[config.mk]
export PLATFORM = sky130hd
export DESIGN_NAME = packet_header_parser
export DESIGN_NICKNAME = d
export VERILOG_FILES = /design/src/rtl/phh_pkg.sv /design/src/rtl/packet_header_parser.sv /design/src/rtl/phh_parser.sv /design/src/rtl/phh_out.sv
export SDC_FILE = /design/constraint.sdc
export NUM_CORES = 2
export LEC_CHECK = 0
export BUFFER_PORTS_ARGS = -buffer_cell sky130_fd_sc_hd__buf_2
export CORE_MARGIN = 1
export CORE_UTILIZATION = 40
export DETAILED_ROUTE_END_ITERATION = 10
export GPL_TIMING_DRIVEN = 1
export MAX_ROUTING_LAYER = met4
export PLACE_DENSITY_LB_ADDON = 0.2
export REMOVE_ABC_BUFFERS = 1
export SETUP_SLACK_MARGIN = 0.3
export SYNTH_ARGS = -nofsm -noshare
export SYNTH_HDL_FRONTEND = slang
export SYNTH_SLANG_ARGS = --single-unit
export TNS_END_PERCENT = 100
[constraint.sdc]
create_clock -name clk -period 21.1 [get_ports clk]
set_input_delay 3.165 -clock clk [delete_from_list [all_inputs] [get_ports clk]]
set_output_delay 3.165 -clock clk [all_outputs]
set_load 0.02 [all_outputs]
[src/rtl/phh_pkg.sv]
// Shared types and constants for the packet header parser.
// Used by the parser core, the result buffer, the top level and the checker.
package phh_pkg;

  localparam int FRAME_COUNTER_BITS = 16;
  localparam logic [1:0] MAX_VLAN_TAGS = 2'd2;
  localparam logic [FRAME_COUNTER_BITS-1:0] COUNT_MAX = '1;

  localparam int OUT_DATA_W = 272;

  localparam logic [15:0] ETH_VLAN_Q  = 16'h8100;
  localparam logic [15:0] ETH_VLAN_AD = 16'h88A8;
  localparam logic [15:0] ETH_IPV4    = 16'h0800;
  localparam logic [15:0] ETH_IPV6    = 16'h86DD;
  localparam logic [7:0]  PROTO_TCP   = 8'd6;
  localparam logic [7:0]  PROTO_UDP   = 8'd17;
  localparam logic [15:0] DNS_PORT    = 16'd53;

  localparam logic [2:0] OUT_REJECT   = 3'd0;
  localparam logic [2:0] OUT_IP4_TCP  = 3'd1;
  localparam logic [2:0] OUT_IP6_TCP  = 3'd3;
  localparam logic [2:0] OUT_IP6_UDP  = 3'd4;

  localparam logic [1:0] HINT_NONE = 2'd0;
  localparam logic [1:0] HINT_HTTP = 2'd1;
  localparam logic [1:0] HINT_TLS  = 2'd2;
  localparam logic [1:0] HINT_DNS  = 2'd3;

  // Everything known about one frame once its last beat has been seen.
  typedef struct packed {
    logic        reject;
    logic [2:0]  outcome;
    logic [15:0] src_port;
    logic [15:0] dst_port;
    logic [31:0] seq_number;
    logic [31:0] ack_number;
    logic [7:0]  tcp_flag_bits;
    logic [1:0]  traffic_hint;
    logic [15:0] payload_offset;
    logic [15:0] payload_length;
    logic [63:0] src_high;
    logic [63:0] src_low;
    logic [63:0] dst_high;
    logic [63:0] dst_low;
  } frame_sum_t;

endpackage

[src/rtl/packet_header_parser.sv]
// Top level of the packet header parser.
// Instantiates phh_parser and phh_out; uses phh_pkg.
//
// Usage:
// The slave channel takes one frame byte per beat, tdata[7:0] the byte and
// tlast set on the final byte. Headers are parsed on the fly: Ethernet with
// up to two VLAN tags, IPv4 or IPv6, then TCP or UDP.
// After the last byte of a frame the master channel gives one reject beat,
// or two beats for an accepted frame: the source address first, then the
// destination address with tlast set.
// Latency: the first result beat is valid in the cycle after the last byte
// is accepted. Throughput: one byte per cycle. Only a last byte can stall,
// since only it loads the single-frame result register: it waits while a
// previous frame still has more than one result beat left, or one beat that
// is not taken in that cycle. Other bytes are accepted in every cycle, so
// s_tready follows s_tlast combinationally.
// Reset clears the frame state and drops any pending results. When the
// receiver holds tready low, results stay put and input stalls at the next
// last byte.
module packet_header_parser (
  input  logic                              clk,
  input  logic                              rst,
  input  logic                              s_tvalid,
  output logic                              s_tready,
  input  logic [7:0]                        s_tdata,   // frame_byte
  input  logic                              s_tlast,   // frame_end
  output logic                              m_tvalid,
  input  logic                              m_tready,
  // outcome[2:0], src_port[18:3], dst_port[34:19], seq_number[66:35],
  // ack_number[98:67], tcp_flag_bits[106:99], traffic_hint[108:107],
  // payload_offset[124:109], payload_length[140:125], addr_high[204:141],
  // addr_low[268:205], zero fill [271:269]
  output logic [phh_pkg::OUT_DATA_W-1:0]    m_tdata,
  output logic                              m_tlast    // run_last
);

  logic beat, done, free;
  phh_pkg::frame_sum_t sum;

  // Only a last byte needs room in the result register.
  assign s_tready = free || !s_tlast;
  assign beat     = s_tvalid && s_tready;

  phh_parser u_parser (
    .clk(clk), .rst(rst), .beat(beat), .frame_byte(s_tdata), .frame_end(s_tlast),
    .done(done), .sum(sum)
  );

  phh_out u_out (
    .clk(clk), .rst(rst), .load(done), .sum(sum), .free(free),
    .m_tvalid(m_tvalid), .m_tready(m_tready), .m_tdata(m_tdata), .m_tlast(m_tlast)
  );

endmodule

[src/rtl/phh_parser.sv]
// Byte-serial header parser core: walks the frame headers one beat at a time.
// Depends on phh_pkg for constants and the frame summary type.
module phh_parser (
  input  logic               clk,
  input  logic               rst,
  input  logic               beat,
  input  logic [7:0]         frame_byte,
  input  logic               frame_end,
  output logic               done,
  output phh_pkg::frame_sum_t sum
);

  typedef enum logic [3:0] {
    PH_ETH, PH_VLAN, PH_IP4, PH_IP4OPT, PH_IP6, PH_TCP, PH_TCPOPT, PH_UDP, PH_PAY
  } phase_t;

  phase_t      phase, phase_next;
  logic [15:0] pos, pos_next;
  logic [15:0] ether_type, ether_type_next;
  logic [1:0]  vlan_cnt, vlan_cnt_next;
  logic [15:0] tstart, tstart_next;
  logic [7:0]  proto, proto_next;
  logic [15:0] pstart, pstart_next;
  logic [63:0] src_hi, src_hi_next, src_lo, src_lo_next;
  logic [63:0] dst_hi, dst_hi_next, dst_lo, dst_lo_next;
  logic [15:0] sport, sport_next, dport, dport_next;
  logic [31:0] seq, seq_next, ack, ack_next;
  logic [7:0]  flags, flags_next;
  logic [7:0]  head [6];
  logic [7:0]  head_next [6];
  logic        rejected, rejected_next;

  logic [15:0] l3, r_l3, r_tr, r_pay;
  logic [16:0] pos_inc;
  logic [15:0] et_v;
  logic [1:0]  vc_v;
  logic        route;
  logic [15:0] plen;
  logic [1:0]  hint;

  assign l3      = 16'd14 + {12'd0, vlan_cnt, 2'b00};
  assign r_l3    = pos - l3;
  assign r_tr    = pos - tstart;
  assign r_pay   = pos - pstart;
  assign pos_inc = {1'b0, pos} + 17'd1;

  // Next frame state from the current beat.
  always_comb begin
    phase_next = phase;       pos_next = pos;         ether_type_next = ether_type;
    vlan_cnt_next = vlan_cnt; tstart_next = tstart;   proto_next = proto;
    pstart_next = pstart;     src_hi_next = src_hi;   src_lo_next = src_lo;
    dst_hi_next = dst_hi;     dst_lo_next = dst_lo;   sport_next = sport;
    dport_next = dport;       seq_next = seq;         ack_next = ack;
    flags_next = flags;       rejected_next = rejected;
    for (int i = 0; i < 6; i++) head_next[i] = head[i];
    et_v  = ether_type;
    vc_v  = vlan_cnt;
    route = 1'b0;
    if (beat) begin
      if (pos == phh_pkg::COUNT_MAX) begin
        rejected_next = 1'b1;
      end else begin
        pos_next = pos_inc[15:0];
        if (!rejected) begin
          unique case (phase)
            PH_ETH: begin
              if (pos == 16'd12) ether_type_next = {frame_byte, 8'd0};
              if (pos == 16'd13) begin
                et_v  = {ether_type[15:8], frame_byte};
                ether_type_next = et_v;
                route = 1'b1;
              end
            end
            PH_VLAN: begin
              if (r_l3 == 16'd2) ether_type_next = {frame_byte, 8'd0};
              if (r_l3 == 16'd3) begin
                et_v  = {ether_type[15:8], frame_byte};
                vc_v  = vlan_cnt + 2'd1;
                ether_type_next = et_v;
                vlan_cnt_next = vc_v;
                route = 1'b1;
              end
            end
            PH_IP4: begin
              if (r_l3 == 16'd0) begin
                if (frame_byte[3:0] < 4'd5) rejected_next = 1'b1;
                else tstart_next = l3 + {10'd0, frame_byte[3:0], 2'b00};
              end else if (r_l3 == 16'd9) begin
                if (frame_byte != phh_pkg::PROTO_TCP && frame_byte != phh_pkg::PROTO_UDP)
                  rejected_next = 1'b1;
                else proto_next = frame_byte;
              end else if (r_l3 >= 16'd12 && r_l3 <= 16'd15) begin
                src_lo_next = {src_lo[55:0], frame_byte};
              end else if (r_l3 >= 16'd16 && r_l3 <= 16'd19) begin
                dst_lo_next = {dst_lo[55:0], frame_byte};
              end
              if (r_l3 == 16'd19) begin
                if (pos_inc == {1'b0, tstart})
                  phase_next = (proto == phh_pkg::PROTO_TCP) ? PH_TCP : PH_UDP;
                else phase_next = PH_IP4OPT;
              end
            end
            PH_IP4OPT: begin
              if (pos_inc == {1'b0, tstart})
                phase_next = (proto == phh_pkg::PROTO_TCP) ? PH_TCP : PH_UDP;
            end
            PH_IP6: begin
              if (r_l3 == 16'd6) begin
                if (frame_byte != phh_pkg::PROTO_TCP && frame_byte != phh_pkg::PROTO_UDP)
                  rejected_next = 1'b1;
                else proto_next = frame_byte;
              end else if (r_l3 >= 16'd8 && r_l3 <= 16'd15) begin
                src_hi_next = {src_hi[55:0], frame_byte};
              end else if (r_l3 >= 16'd16 && r_l3 <= 16'd23) begin
                src_lo_next = {src_lo[55:0], frame_byte};
              end else if (r_l3 >= 16'd24 && r_l3 <= 16'd31) begin
                dst_hi_next = {dst_hi[55:0], frame_byte};
              end else if (r_l3 >= 16'd32 && r_l3 <= 16'd39) begin
                dst_lo_next = {dst_lo[55:0], frame_byte};
              end
              if (r_l3 == 16'd39) begin
                tstart_next = pos_inc[15:0];
                phase_next = (proto == phh_pkg::PROTO_TCP) ? PH_TCP : PH_UDP;
              end
            end
            PH_TCP: begin
              if (r_tr <= 16'd3) begin
                if (r_tr[1]) dport_next = {dport[7:0], frame_byte};
                else sport_next = {sport[7:0], frame_byte};
              end else if (r_tr <= 16'd11) begin
                if (r_tr[3]) ack_next = {ack[23:0], frame_byte};
                else seq_next = {seq[23:0], frame_byte};
              end else if (r_tr == 16'd12) begin
                if (frame_byte[7:4] < 4'd5) rejected_next = 1'b1;
                else pstart_next = tstart + {10'd0, frame_byte[7:4], 2'b00};
              end else if (r_tr == 16'd13) begin
                flags_next = frame_byte;
              end
              if (r_tr == 16'd19)
                phase_next = (pos_inc == {1'b0, pstart}) ? PH_PAY : PH_TCPOPT;
            end
            PH_TCPOPT: begin
              if (pos_inc == {1'b0, pstart}) phase_next = PH_PAY;
            end
            PH_UDP: begin
              if (r_tr <= 16'd3) begin
                if (r_tr[1]) dport_next = {dport[7:0], frame_byte};
                else sport_next = {sport[7:0], frame_byte};
              end
              if (r_tr == 16'd7) begin
                pstart_next = pos_inc[15:0];
                phase_next = PH_PAY;
              end
            end
            PH_PAY: begin
              if (r_pay < 16'd6) head_next[r_pay[2:0]] = frame_byte;
            end
            default: rejected_next = 1'b1;
          endcase
          // Dispatch on a completed EtherType.
          if (route) begin
            if ((et_v == phh_pkg::ETH_VLAN_Q || et_v == phh_pkg::ETH_VLAN_AD) &&
                vc_v < phh_pkg::MAX_VLAN_TAGS)
              phase_next = PH_VLAN;
            else if (et_v == phh_pkg::ETH_IPV4) phase_next = PH_IP4;
            else if (et_v == phh_pkg::ETH_IPV6) phase_next = PH_IP6;
            else rejected_next = 1'b1;
          end
        end
      end
    end
  end

  // Frame summary taken from the state as it stands after the final beat.
  assign plen = pos_next - pstart_next;

  always_comb begin
    if (proto_next == phh_pkg::PROTO_UDP &&
        (sport_next == phh_pkg::DNS_PORT || dport_next == phh_pkg::DNS_PORT))
      hint = phh_pkg::HINT_DNS;
    else if (plen < 16'd8)
      hint = phh_pkg::HINT_NONE;
    else if (head_next[0] == "G" && head_next[1] == "E" && head_next[2] == "T" &&
             head_next[3] == " ")
      hint = phh_pkg::HINT_HTTP;
    else if (head_next[0] == "P" && head_next[1] == "O" && head_next[2] == "S" &&
             head_next[3] == "T")
      hint = phh_pkg::HINT_HTTP;
    else if (head_next[0] == 8'h16 && head_next[5] == 8'h01)
      hint = phh_pkg::HINT_TLS;
    else
      hint = phh_pkg::HINT_NONE;
  end

  always_comb begin
    sum.reject         = rejected_next || (phase_next != PH_PAY);
    sum.outcome        = ((ether_type_next == phh_pkg::ETH_IPV6) ? phh_pkg::OUT_IP6_TCP
                                                                 : phh_pkg::OUT_IP4_TCP) +
                         {2'd0, proto_next == phh_pkg::PROTO_UDP};
    sum.src_port       = sport_next;
    sum.dst_port       = dport_next;
    sum.seq_number     = seq_next;
    sum.ack_number     = ack_next;
    sum.tcp_flag_bits  = flags_next;
    sum.traffic_hint   = hint;
    sum.payload_offset = pstart_next;
    sum.payload_length = plen;
    sum.src_high       = src_hi_next;
    sum.src_low        = src_lo_next;
    sum.dst_high       = dst_hi_next;
    sum.dst_low        = dst_lo_next;
  end

  assign done = beat && frame_end;

  // State registers; the frame state returns to reset after every last beat.
  always_ff @(posedge clk) begin
    if (rst || done) begin
      phase <= PH_ETH; pos <= '0; ether_type <= '0; vlan_cnt <= '0; tstart <= '0;
      proto <= '0; pstart <= '0; src_hi <= '0; src_lo <= '0; dst_hi <= '0;
      dst_lo <= '0; sport <= '0; dport <= '0; seq <= '0; ack <= '0; flags <= '0;
      rejected <= 1'b0;
      for (int i = 0; i < 6; i++) head[i] <= '0;
    end else begin
      phase <= phase_next; pos <= pos_next; ether_type <= ether_type_next;
      vlan_cnt <= vlan_cnt_next; tstart <= tstart_next; proto <= proto_next;
      pstart <= pstart_next; src_hi <= src_hi_next; src_lo <= src_lo_next;
      dst_hi <= dst_hi_next; dst_lo <= dst_lo_next; sport <= sport_next;
      dport <= dport_next; seq <= seq_next; ack <= ack_next; flags <= flags_next;
      rejected <= rejected_next;
      for (int i = 0; i < 6; i++) head[i] <= head_next[i];
    end
  end

endmodule

[src/rtl/phh_out.sv]
// Result buffer: holds one frame summary and plays it out as one or two beats.
// Depends on phh_pkg for the summary type and output packing width.
module phh_out (
  input  logic                             clk,
  input  logic                             rst,
  input  logic                             load,
  input  phh_pkg::frame_sum_t              sum,
  output logic                             free,
  output logic                             m_tvalid,
  input  logic                             m_tready,
  output logic [phh_pkg::OUT_DATA_W-1:0]   m_tdata,
  output logic                             m_tlast
);

  phh_pkg::frame_sum_t held;
  logic [1:0] pend;
  logic [63:0] a_hi, a_lo;

  assign m_tvalid = (pend != 2'd0);
  assign free     = (pend == 2'd0) || (pend == 2'd1 && m_tready);
  assign m_tlast  = (pend != 2'd2);

  // The first beat carries the source address, the second the destination.
  assign a_hi = (pend == 2'd2) ? held.src_high : held.dst_high;
  assign a_lo = (pend == 2'd2) ? held.src_low  : held.dst_low;

  always_comb begin
    if (held.reject) begin
      m_tdata = '0;
    end else begin
      m_tdata = {3'd0, a_lo, a_hi, held.payload_length, held.payload_offset,
                 held.traffic_hint, held.tcp_flag_bits, held.ack_number, held.seq_number,
                 held.dst_port, held.src_port, held.outcome};
    end
  end

  // Beat counter for the held summary.
  always_ff @(posedge clk) begin
    if (rst) begin
      pend <= 2'd0;
    end else if (load) begin
      pend <= sum.reject ? 2'd1 : 2'd2;
    end else if (m_tvalid && m_tready) begin
      pend <= pend - 2'd1;
    end
  end

  always_ff @(posedge clk) begin
    if (load) held <= sum;
  end

endmodule

# Word level (Yosys, flattened, before mapping)

Memory sizes are Yosys's and may differ from the RTL's.
Cells that the tools add are included.

$add $sub $neg: 11
Magnitude comparators: 19
Equal/unequal tests: 51
Muxes and demuxes: 181
Bitwise logic cells: 9
Reductions and logical operators: 38

Operator list:

| cell                                                                                  | number |
|---|---|
| 64-bit 2-to-1 mux                                                                     | 37 |
| 16-bit 2-to-1 mux                                                                     | 35 |
| 32-bit 2-to-1 mux                                                                     | 14 |
| 269-bit 2-to-1 mux                                                                    | 1 |
| 64-bit case mux with 2 select lines                                                   | 2 |
| 48-bit 2-to-1 mux                                                                     | 5 |
| 8-bit 2-to-1 mux                                                                      | 24 |
| 16-bit case mux with 2 select lines                                                   | 3 |
| 16-bit == test (second input constant)                                                | 5 |
| 16-bit by 4-bit == test with 1-bit output (second input constant)                     | 5 |
| 16-bit subtractor                                                                     | 4 |
| 4-bit 2-to-1 mux                                                                      | 15 |
| 8-bit by 7-bit == test with 1-bit output (second input constant)                      | 7 |
| 48-bit bitwise mux                                                                    | 1 |
| 16-bit by 6-bit == test with 1-bit output (second input constant)                     | 3 |
| 16-bit by 5-bit <= comparator with 1-bit output (second input constant)               | 3 |
| 17-bit by 16-bit == test with 1-bit output                                            | 2 |
| 16-bit by 6-bit adder with 16-bit output                                              | 2 |
| 16-bit by 2-bit == test with 1-bit output (second input constant)                     | 2 |
| 16-bit by 3-bit == test with 1-bit output (second input constant)                     | 2 |
| 16-bit by 5-bit == test with 1-bit output (second input constant)                     | 2 |
| 16-bit by 4-bit greater-or-equal comparator with 1-bit output (second input constant) | 2 |
| 16-bit by 5-bit greater-or-equal comparator with 1-bit output (second input constant) | 2 |
| 16-bit by 4-bit <= comparator with 1-bit output (second input constant)               | 2 |
| 51 further kinds                                                                      | 129 |

Flip-flop bits (word level): 839
Bits in writable memories: 48
Bits of input ports: 13
Output and inout bits: 275
Word-level logic and storage cells: 342
Memories: 1

Memory list:

| name          | words | width | read ports | clocked after memory_dff | write ports | RTL line         | text |
|---|---|---|---|---|---|---|---|
| u_parser.head | 6     | 8     | 6          | 0                        | 6           | phh_parser.sv:29 | `logic [7:0] head [6];` |

# Depth between registers and ports, before layout

Word-level depth: 20
Mapped depth: 30
Mapped depth without buffers: 28

# By module

Synthesis repeated with hierarchy kept, for this count alone.

Cell total of the unflattened synthesis: 3889
Area total of the unflattened synthesis: 39940.8 µm²

By module, submodules not included:

| module               | instances | cells each | area each (µm²) | sequential area each (µm²) |
|---|---|---|---|---|
| phh_parser           | 1         | 3023       | 24661.2         | 9589.2 |
| phh_out              | 1         | 864        | 15257.1         | 11991.5 |
| packet_header_parser | 1         | 2          | 22.5            | 0.0 |

# Worst setup path after synthesis

No wires, ideal clock.

Kind: input to register
Start: input m_tready
End: register u_parser.dport[0]
Setup time: 115 ps
Arrival: 13511 ps
Required time: 20985 ps
Setup slack: 7474 ps
Stages: 10
Buffers on the path: 3
Cells stage by stage: nand2_1 > nand3_1 > and2_1 > clkbuf_1 > nand2_1 > inv_1 > nor2_1 > clkbuf_1 > clkbuf_1 > and2_1

Word-level cells in the longest chain between the ends: 6
Elaborated cells on any way between the ends: 7
Those cells by class: 1 x mux; 6 x reduce/logical

RTL lines:

| item                 | RTL line                   | text |
|---|---|---|
| start, declared      | packet_header_parser.sv:28 | `input logic m_tready,` |
| 1-bit logical AND    | phh_out.sv:20              | `assign free = (pend == 2'd0) \|\| (pend == 2'd1 && m_tready);` |
| 1-bit logical OR     | phh_out.sv:20              |  |
| 1-bit logical OR     | packet_header_parser.sv:41 | `assign s_tready = free \|\| !s_tlast;` |
| named net s_tready   | packet_header_parser.sv:24 | `output logic s_tready,` |
| 1-bit logical AND    | packet_header_parser.sv:42 | `assign beat = s_tvalid && s_tready;` |
| 1-bit logical AND    | phh_parser.sv:214          | `assign done = beat && frame_end;` |
| named net done       | packet_header_parser.sv:37 | `logic beat, done, free;` |
| 1-bit logical OR     | phh_parser.sv:218          | `if (rst \|\| done) begin` |
| end signal, assigned | phh_parser.sv:229          | `dport <= dport_next; seq <= seq_next; ack <= ack_next; flags <= flags_next;` |
| end, declared        | phh_parser.sv:26           | `logic [15:0] sport, sport_next, dport, dport_next;` |

The timed path passes the listed nets, and every way through them passes these cells.
A chain may end at the register's enable or synchronous reset.

==> results.json <==
{
  "finalCriticalPeriod_ns": 8.87,
  "routed_wl_um": 103000,
  "worstSetupEndpointType": "flop",
  "cp.arrival_ns": 9.29,
  "gp_congestion": 0.948,
  "antenna_found_initial": 1,
  "clkTransAtPathRegs_ns": 0.06,
  "fin_setup_tns_ns": 0,
  "clock_latency_ns": 0.68,
  "status": "finished clean",
  "async_flop_share_pct": 0,
  "p_clk_share_pct": 47.1,
  "dpl_cell_area_mm2": 0.0419,
  "path_max_fanout": 26,
  "yosysWarningCount": 0,
  "critical_path_class": "input pin to flop",
  "postCtsSetupBuffers": 0,
  "first_pass_iters": 6,
  "detail-route-antenna-nets": 0,
  "cp-start-kind": "input pin",
  "num-nets-final": 4280,
  "stdcell_count": 5557,
  "die-height_um": 316,
  "cts_max_level": 3,
  "drc_errors": 0,
  "fin_skew_ns": 0.0312,
  "min_path_type": "flop to flop",
  "tightestPinTransition_ns": 1.11,
  "grt_pass1_wl_um": 157000,
  "syn-cell-area_mm2": 0.0394,
  "grtUsageMet2_pct": 32.5,
  "setup_viol": 0,
  "area_growth_pct": 15.3,
  "synthCells": 3997,
  "syn_area_per_cell_um2": 9.85,
  "drive_gt1_share_pct": 15.0,
  "multi_input_area_mm2": 0.0167,
  "yosysTopAreaCell": "edfxtp_1",
  "grt_max_degree": 159,
  "grt-busiest-layer": "met2",
  "io_buffers": 284,
  "cts_resized": 0,
  "dp.cells": 5375,
  "avgViaCountPerCell": 5.21,
  "regArea_mm2": 0.0216,
  "synth.area.top_cells": "edfxtp_1 (30%), dfxtp_1 (24%), nand2_1 (8.2%), mux2i_1 (5.1%), a21oi_1 (4.3%)",
  "finalCritPeriodShare_pct": 42.0,
  "maxSlewViolCount": 0,
  "yosys_register_bits": 879,
  "combPwrFrac_pct": 4.5,
  "dr.first_iter.drc_count": 2249,
  "fmax_ghz": 0.113,
  "cts_sinks": 879,
  "post-route-util_pct": 46.7,
  "dp_hpwl_um": 65100,
  "p_leak_nw": 18.3,
  "whs_ns": 0.457,
  "maxSlewHeadroom_pct": 26.3,
  "final_area_mm2": 0.0454,
  "netlist.area_leader.share_pct": 30.4,
  "ctsHoldBuffers": 0,
  "die-area_mm2": 0.0997,
  "p_int_w": 0.00293,
  "wl_per_cell_um": 18.5,
  "power_density_mw_per_mm2": 83.4,
  "nFillCells": 9198,
  "rows": 114,
  "rsz0062_at_grt": "false",
  "clockBufferDepth": 3,
  "cp.required_ns": 21.52,
  "vias": 28900,
  "grt_pass1_vias": 27300,
  "synthFlopType": "dfxtp_1",
  "use_met1_pct": 28.0,
  "initial_core_util_pct": 40.5,
  "swShare_pct": 22.6,
  "track_usage_pct": 20.8,
  "synth.distinct_cells": 87,
  "seqPwrFrac_pct": 48.3,
  "maxCapViolCount": 0,
  "cts_made_buffers": 96,
  "cts_tree": "done",
  "pin_count": 288,
  "switchingPower_w": 0.000856,
  "core-area_mm2": 0.0971,
  "ir_drop_v": 0.0000738,
  "root_buffer": "clkbuf_16",
  "grt_overflow_total": 0,
  "yosysSeqAreaShare_pct": 54.8,
  "finalHoldViolCount": 0,
  "synth_edf_count": 398,
  "grt_use_met3_pct": 2.91,
  "fp.dieW_um": 316
}
cells in the mapped netlist (70+ instances only):
master	instances
a21oi_1	335
xnor2_1	70
dfxtp_1	481
nor2b_1	160
mux2_2	112
clkbuf_1	199
and2_1	135
mux2i_1	200
edfxtp_1	398
nor2_1	303
nand2_1	855
inv_1	84
worst paths after layout:
check        depth (start not counted)                              to  slack, ns                            from
max                                 23   u_out.held[289]$_SDFFCE_PP1P_      12.23                      s_tdata[6]
min                                  2  u_parser.src_lo[62]$_SDFF_PP0_       0.46  u_parser.src_lo[62]$_SDFF_PP0_
max reg2reg                         27   u_out.held[289]$_SDFFCE_PP1P_      12.67      u_parser.pos[0]$_SDFF_PP0_
min reg2reg                          2  u_parser.src_lo[62]$_SDFF_PP0_       0.46  u_parser.src_lo[62]$_SDFF_PP0_
state kept, by name (all words and copies together), names as in the netlist:
name / cells
u_parser.src_lo: 64
u_parser.dst_lo: 64
u_parser.seq: 32
u_parser.dst_hi: 64
u_parser.ether_type: 16
u_parser.src_hi: 64
u_parser.pos: 16
u_parser.proto: 8
u_parser.tstart: 16
u_parser.head: 40
u_parser.sport: 16
u_out.held: 398
u_parser.rejected: 1
u_parser.pstart: 16
u_parser.ack: 32
u_parser.flags: 8
u_parser.dport: 16
u_parser.vlan_cnt: 2
u_parser.phase: 4
u_out.pend: 2
power by group through the flow:
stage               sequential, W  combinational, W  clock (W)
finish                    0.00183          0.000171    0.00178
CTS                       0.00183          0.000175    0.00183
detailed placement        0.00187          0.000174          0
global placement          0.00187          0.000173          0
global route              0.00183          0.000186    0.00190
floorplan                 0.00188          0.000111          0
logic make-up after synthesis:
family / synth area share, %
flip-flops: 54.8
adder cells (fa/ha/maj): 2.34
XOR/XNOR: 2.22
multiplexers: 8.29
other: 0.00953
AO/OA/AOI/OAI: 8.53
buffers and inverters: 3.06
AND/OR/NAND/NOR: 20.7
cells in the final DEF (no fill, tap or decap), drive strengths merged, types with 14 or more instances in the layout:
cell type    n
a21oi      336
dfxtp      481
a21o        14
xor2        17
edfxtp     398
xnor2       70
and3        38
nor2       303
clkbuf     131
a211oi      15
nor4        31
and2       135
mux2       112
nand3       65
nand2b      22
nand2      855
or3         15
ha          64
o21ai       55
nor3        51
buf        329
mux2i      200
clkinv      27
nand4       29
nor2b      160
inv         88
o22ai       15
routing by layer:
layer / wire length (µm) / share of wire, %
met5: 0 / 0
met2: 47800 / 46
met1: 47800 / 46
met3: 4850 / 4.7
met4: 2640 / 2.6
area by class of cell:
cell class,count,share of cell area [%]
Tap cell,1276,3.52
Inverter,85,0.720
Timing Repair Buffer,329,3.90
Clock inverter,50,1.61
Sequential cell,879,47.6
Multi-Input combinational cell,2806,36.7
Clock buffer,131,5.94
Antenna cell,1,0.00551
metrics by stage:
| stage | worst slack (ns) | power [W] |
|---|---|---|
| after floorplan | 1.27 | 0.00199 |
| after global placement | 11.77 | 0.00204 |
| after detailed placement | 11.62 | 0.00204 |
| after CTS | 12.33 | 0.00383 |
| after global routing | 11.91 | 0.00392 |
| final | 12.23 | 0.00378 |
critical path, stage by stage:
cell      delay (ns)
buf_2           0.09
buf_4           0.38
o21a_1          0.19
nor2_1          0.05
nor3b_1         0.40
and4_1          0.90
mux2i_1         0.16
o22ai_1         0.19
a22o_1          0.25
inv_1           0.08
ha_1            0.28
nor2b_1         0.14
o31a_1          0.28
o41ai_1         0.40
o21ai_0         0.22
o21a_1          0.21
o21ai_0         0.18
nand2b_1        0.12
a31oi_1         0.25
o21ai_0         0.14
xnor3_1         0.39
or3_1           0.51
a31o_2          0.28
Power figures use the tool's default switching activity.
